`src/rtl/core/cel_pkg.sv`:
```
`timescale 1ns / 1ps

package cel_pkg;

   localparam int PROB_W          = 17;
   localparam int WGT_W           = 16;
   localparam int LOSS_W          = 38;
   localparam int SUM_W           = 30;
   localparam int M_W             = 31;
   localparam int FRAC_W          = 16;
   localparam int EXP_W           = 5;
   localparam int NL2_W           = EXP_W + FRAC_W;
   localparam int NLOG_W          = 20;
   localparam int TERM_W          = 21;
   localparam int MUL_W           = 32;
   localparam int PROD_W          = 2 * MUL_W;
   localparam int LOG_ITERS       = 16;
   localparam int ITER_W          = $clog2(LOG_ITERS);
   localparam int CSR_IDX_W       = 1;
   localparam int CSR_DATA_W      = 17;
   localparam int MAX_CLASSES_DEF = 1024;

   localparam logic [PROB_W-1:0] PROB_ONE   = 17'h1_0000;
   localparam logic [SUM_W-1:0]  SUM_MAX    = 30'h3FFF_FFFF;
   localparam logic [MUL_W-1:0]  LN2_Q32    = 32'd2977044472;
   localparam logic [WGT_W-1:0]  WEIGHT_ONE = 16'd256;
   localparam logic [EXP_W-1:0]  EXP_ONE    = 5'd16;

   localparam logic [CSR_IDX_W-1:0] CSR_WEIGHT_ENABLE = 1'b0;
   localparam logic [CSR_IDX_W-1:0] CSR_PROB_FLOOR    = 1'b1;

   typedef enum logic [1:0] {
      MUL_SQUARE,
      MUL_LN2,
      MUL_TERM,
      MUL_WEIGHT
   } mul_sel_type;

   typedef struct packed {
      mul_sel_type         sel;
      logic [M_W-1:0]      mant;
      logic [NL2_W-1:0]    nl2;
      logic [PROB_W-1:0]   target;
      logic [NLOG_W-1:0]   nlog;
      logic [SUM_W-1:0]    sum;
      logic [WGT_W-1:0]    weight;
   } mul_ops_type;

endpackage

```
`src/rtl/core/cel_mul.sv`:
```
`timescale 1ns / 1ps

module cel_mul (
   input  cel_pkg::mul_ops_type           ops,
   output logic [cel_pkg::PROD_W-1:0]     prod
);
   import cel_pkg::*;

   logic [MUL_W-1:0] op_a;
   logic [MUL_W-1:0] op_b;

   // operand steering for the one shared 32x32 multiplier
   always_comb begin
      unique case (ops.sel)
         MUL_SQUARE: begin
            op_a = MUL_W'(ops.mant);
            op_b = MUL_W'(ops.mant);
         end
         MUL_LN2: begin
            op_a = MUL_W'(ops.nl2);
            op_b = LN2_Q32;
         end
         MUL_TERM: begin
            op_a = MUL_W'(ops.target);
            op_b = MUL_W'(ops.nlog);
         end
         MUL_WEIGHT: begin
            op_a = MUL_W'(ops.sum);
            op_b = MUL_W'(ops.weight);
         end
      endcase
   end

   assign prod = PROD_W'(op_a) * PROD_W'(op_b);

endmodule

```
`config.mk`:
```
export PLATFORM = sky130hd
export DESIGN_NAME = cel_mul
export DESIGN_NICKNAME = d
export VERILOG_FILES = /design/src/rtl/core/cel_pkg.sv /design/src/rtl/core/cel_mul.sv
export SDC_FILE = /design/constraint.sdc
export NUM_CORES = 2
export LEC_CHECK = 0
export BUFFER_PORTS_ARGS = -buffer_cell sky130_fd_sc_hd__buf_2
export CORE_UTILIZATION = 62
export DETAILED_ROUTE_END_ITERATION = 7
export GPL_TIMING_DRIVEN = 0
export PLACE_DENSITY = 0.87
export SYNTH_ARGS = -nofsm -noshare
export SYNTH_HDL_FRONTEND = slang
export SYNTH_SLANG_ARGS = --single-unit
```
`constraint.sdc`:
```
create_clock -name vclk -period 15.35
set_input_delay 2.3025 -clock vclk [all_inputs]
set_output_delay 2.3025 -clock vclk [all_outputs]
set_load 0.02 [all_outputs]
```
## Yosys cells after proc, flatten, opt, wreduce, memory -nomap -nowiden

Index checks and enable logic that the tools add are counted.

- Multipliers: 1
- Multiplexer cells: 2
- Eq/ne operators: 3
- Reductions and logical operators: 1

Operators with widths:

| kind | count |
|---|---|
| $pmux 32 s4 | 2 |
| $mul 32x32->64 | 1 |
| $eq 2x2->1 const B | 2 |
| $eq 2x1->1 const B | 1 |
| $logic_not 2->1 | 1 |

- Register bits after elaboration: 0
- Output and inout bits: 64

## Longest topological paths before layout

- Depth after elaboration: 3
- Gate-level depth with buffers: 34
- Mapped depth without buffers: 30

## Worst setup path before layout

No wires, ideal clock.

- Kind: input-to-output
- From: input ops[136] (netlist name)
- To: output prod[59] (netlist name)
- Arrival: 10.490 ns
- Stages on the path: 29
- Path slack: 2.558 ns
- Cells stage by stage: buf_2 buf_1 buf_2 mux2i_1 nand2_1 o21ai_1 clkbuf_1 nor2_1 fa_1 fa_1 inv_1 fa_1 fa_1 fa_1 inv_1 fa_1 fa_1 fa_1 ha_1 buf_2 nand4_2 nor2_2 nand2_1 nor3_4 o2111ai_2 a32oi_2 a21oi_2 or4b_1 a31oi_1

- Word-level cells in the longest chain between the ends: 3
- Elaborated cells on any way between the ends: 7
- Those cells by class: mul: 1; eq/ne: 3; mux: 2; reduce/logical: 1

RTL lines:

| what | line | RTL |
|---|---|---|
| start: declaration | cel_mul.sv:4 | `input cel_pkg::mul_ops_type ops,` |
| $eq 2x2->1, or another cell as far along | cel_mul.sv:14 | `unique case (ops.sel)` |
| $pmux 32 s4 | cel_mul.sv:14 |  |
| $mul 32x32->64 (*) | cel_mul.sv:34 | `assign prod = PROD_W'(op_a) * PROD_W'(op_b);` |
| end: declaration | cel_mul.sv:5 | `output logic [cel_pkg::PROD_W-1:0] prod` |

Mark *: on every way between the ends. The rest lies on a longest branch, timed or not. The select of a mux whose other input is x is not followed.

## Final worst setup path

- From: input ops[135] (netlist name)
- To: output prod[58] (netlist name)

Same word-level chain as after synthesis.

==> reports/metrics.cfg <==
[outcome]
status = finished, violations left
violations = DRC, capacitance limit, slew limit, setup timing

[logic_synthesis]
synth_area_sq_mm = 0.0328
synth_top_family_by_area = adder cells
ys_types = 70
synth_xor_area_share_pct = 1.55
synthMuxAreaShare_pct = 1.18
synth_compound_area_share_pct = 6.29
synth-simple-area-share_pct = 15.3
synth-adder-area-share_pct = 63.1
yosysSeqAreaShare_pct = 0
syn-instance-count = 3891
yosys_warnings = 0
syn_avg_cell_area_sq_um = 8.44

[worst_setup_path]
critPathMaxFanout = 10
arrival_ps = 13130
path_common_cell = fa_1
endpoint_kind = primary output
slowest_delay_ps = 720
crit_slowest_cell = o2111ai_1
critPathLaunchType = input pin
required_ps = 13050
path_class = in2out

[route]
vias = 31400
avgViaCountPerCell = 6.53
first_pass_iters = 8
drt_wl_total_um = 152000
route.detailed.drc = 5
detail-route-antenna-nets = 0
wl_per_cell_um = 31.6
dr.first_iter.drc_count = 4286

[final_layout]
layout-drive-gt1-share_pct = 8.75
clockBufferCount = 0
fillers = 4261
postLayoutCellArea_sq_mm = 0.0351
fin_nets = 5375
seq_area_sq_um = 0
post-route-util_pct = 67.8
area_growth_pct = 7.01
multiInputGateArea_sq_mm = 0.0289
flops_and_latches = 0

[sta]
finalSetupViolCount = 5
period_needed_ps = 15430
fmax_mhz = 64.8
setup_ws_ps = -82.6
finalHoldViolCount = 0
max_slew_margin_pct = -10.5
timing.final.crit_share_pct = 101
timing.final.max_slew_violations = 28
max_slew.worst_pin.slew_ps = 1660

[placement]
gp_congestion = 1.25
portBuffers = 200
place_ws_ps = -1340
dp_hpwl_um = 125000
placed_area_sq_mm = 0.0349

[clock_tree]
hold_buffers = 0
cts_setup_buffers = 0

[global_route]
first_global_vias = 32600
antenna_found_initial = 17
globalRouteOverflowTotal = 0
grt_max_degree = 11
grt_first_pass_wirelength_um = 217000
grtUsageTotal_pct = 58.1

[die]
coreArea_sq_mm = 0.0518
die-area_sq_mm = 0.0539
fp-row-count = 83
ios = 201
die_w_um = 232
initial_utilization_pct = 63.4
die_y_um = 232

[run]
cap_violations = 3

[hold_path]
hp-class = in2out

==> repair_timing <==
action / 4_1_cts / 5_1_grt
setup endpoints to repair: 25 / 24
pin swaps: 0 / 0
gates resized for setup: 39 / 106
==> logic make-up (layout without fill, tap and decap cells) <==
family,after synthesis,count (layout)
AO/OA/AOI/OAI,323,323
other,2,32
XOR/XNOR,58,58
multiplexers,37,37
buffers and inverters,1101,1302
adder cells (fa/ha/maj),1135,1135
AND/OR/NAND/NOR,1235,1235
==> per-layer routing <==
layer	vias to the layer above	global-route usage (%)	share of wire, %
met2	3120	80.6	40
met1	15100	63.0	31
met4	10	52.7	13
met5	-	1.93	0.10
li1	11900	-	-
met3	1200	32.0	17
==> final cells by class <==
class	count	area share, %
Buffer	179	2.23
Multi-Input combinational cell	2799	82.3
Antenna cell	21	0.150
Timing Repair Buffer	208	3.13
Inverter	915	9.77
Tap cell	680	2.42
==> synthesized netlist by cell type (10+ instances only) <==
master / number / share of area (%)
inv_1: 914 / 10
fa_1: 867 / 53
nand2_1: 582 / 6.7
nor2_1: 501 / 5.7
ha_1: 268 / 10
clkbuf_1: 154 / 1.8
a21oi_1: 101 / 1.5
o21ai_0: 48 / 0.73
a21o_1: 45 / 1.0
xnor2_1: 40 / 1.1
and2_1: 31 / 0.59
and3_1: 26 / 0.50
nand3_1: 25 / 0.38
o21a_1: 25 / 0.57
mux2i_1: 23 / 0.70
xor2_1: 18 / 0.48
buf_1: 17 / 0.19
nand4_1: 17 / 0.32
o21ai_1: 16 / 0.24
buf_2: 15 / 0.23
mux2_2: 14 / 0.48
o21bai_1: 14 / 0.32
nor2b_1: 12 / 0.23
o22ai_1: 10 / 0.19
==> worst max-delay path, delay by kind of cell <==
family	cells	cell delay, ps
AND/OR/NAND/NOR	3	880
adder cells (fa/ha/maj)	9	4360
AO/OA/AOI/OAI	8	2810
buffers and inverters	10	2760
==> metrics by stage <==
stage	TNS, ps	cells	hold WS (ps)
2_1_floorplan	0	3900	4840
3_3_place_gp	-27930	4780	5010
3_5_place_dp	-17050	4787	5020
4_1_cts	0	4784	5020
5_1_grt	-0.241	4782	5040
6_report	-231	4802	5020
==> path summary, 6_finish.rpt <==
path / end / startpoint / depth (start not counted)
setup / recovery: prod[58] / ops[135] / 30
hold / removal: prod[0] / ops[66] / 3
==> cell usage in the layout (no fill, tap or decap), drive strengths merged, types with 4 or more instances in the layout <==
cell type,instances
inv,915
fa,867
nand2,582
nor2,502
ha,268
buf,230
clkbuf,155
a21oi,103
o21ai,64
a21o,47
xnor2,40
and2,34
and3,26
nand3,26
o21a,25
mux2i,23
diode,21
xor2,18
nand4,18
mux2,14
o21bai,14
nor2b,12
conb,11
nor3,11
o22ai,10
or2,9
a211oi,9
a31oi,8
nand2b,5
o22a,4
o221ai,4
o211ai,4
o2111ai,4
Power is left out: the tool's default activity adds up to more than one toggle a clock period on the data nets, which glitch-free logic cannot reach.
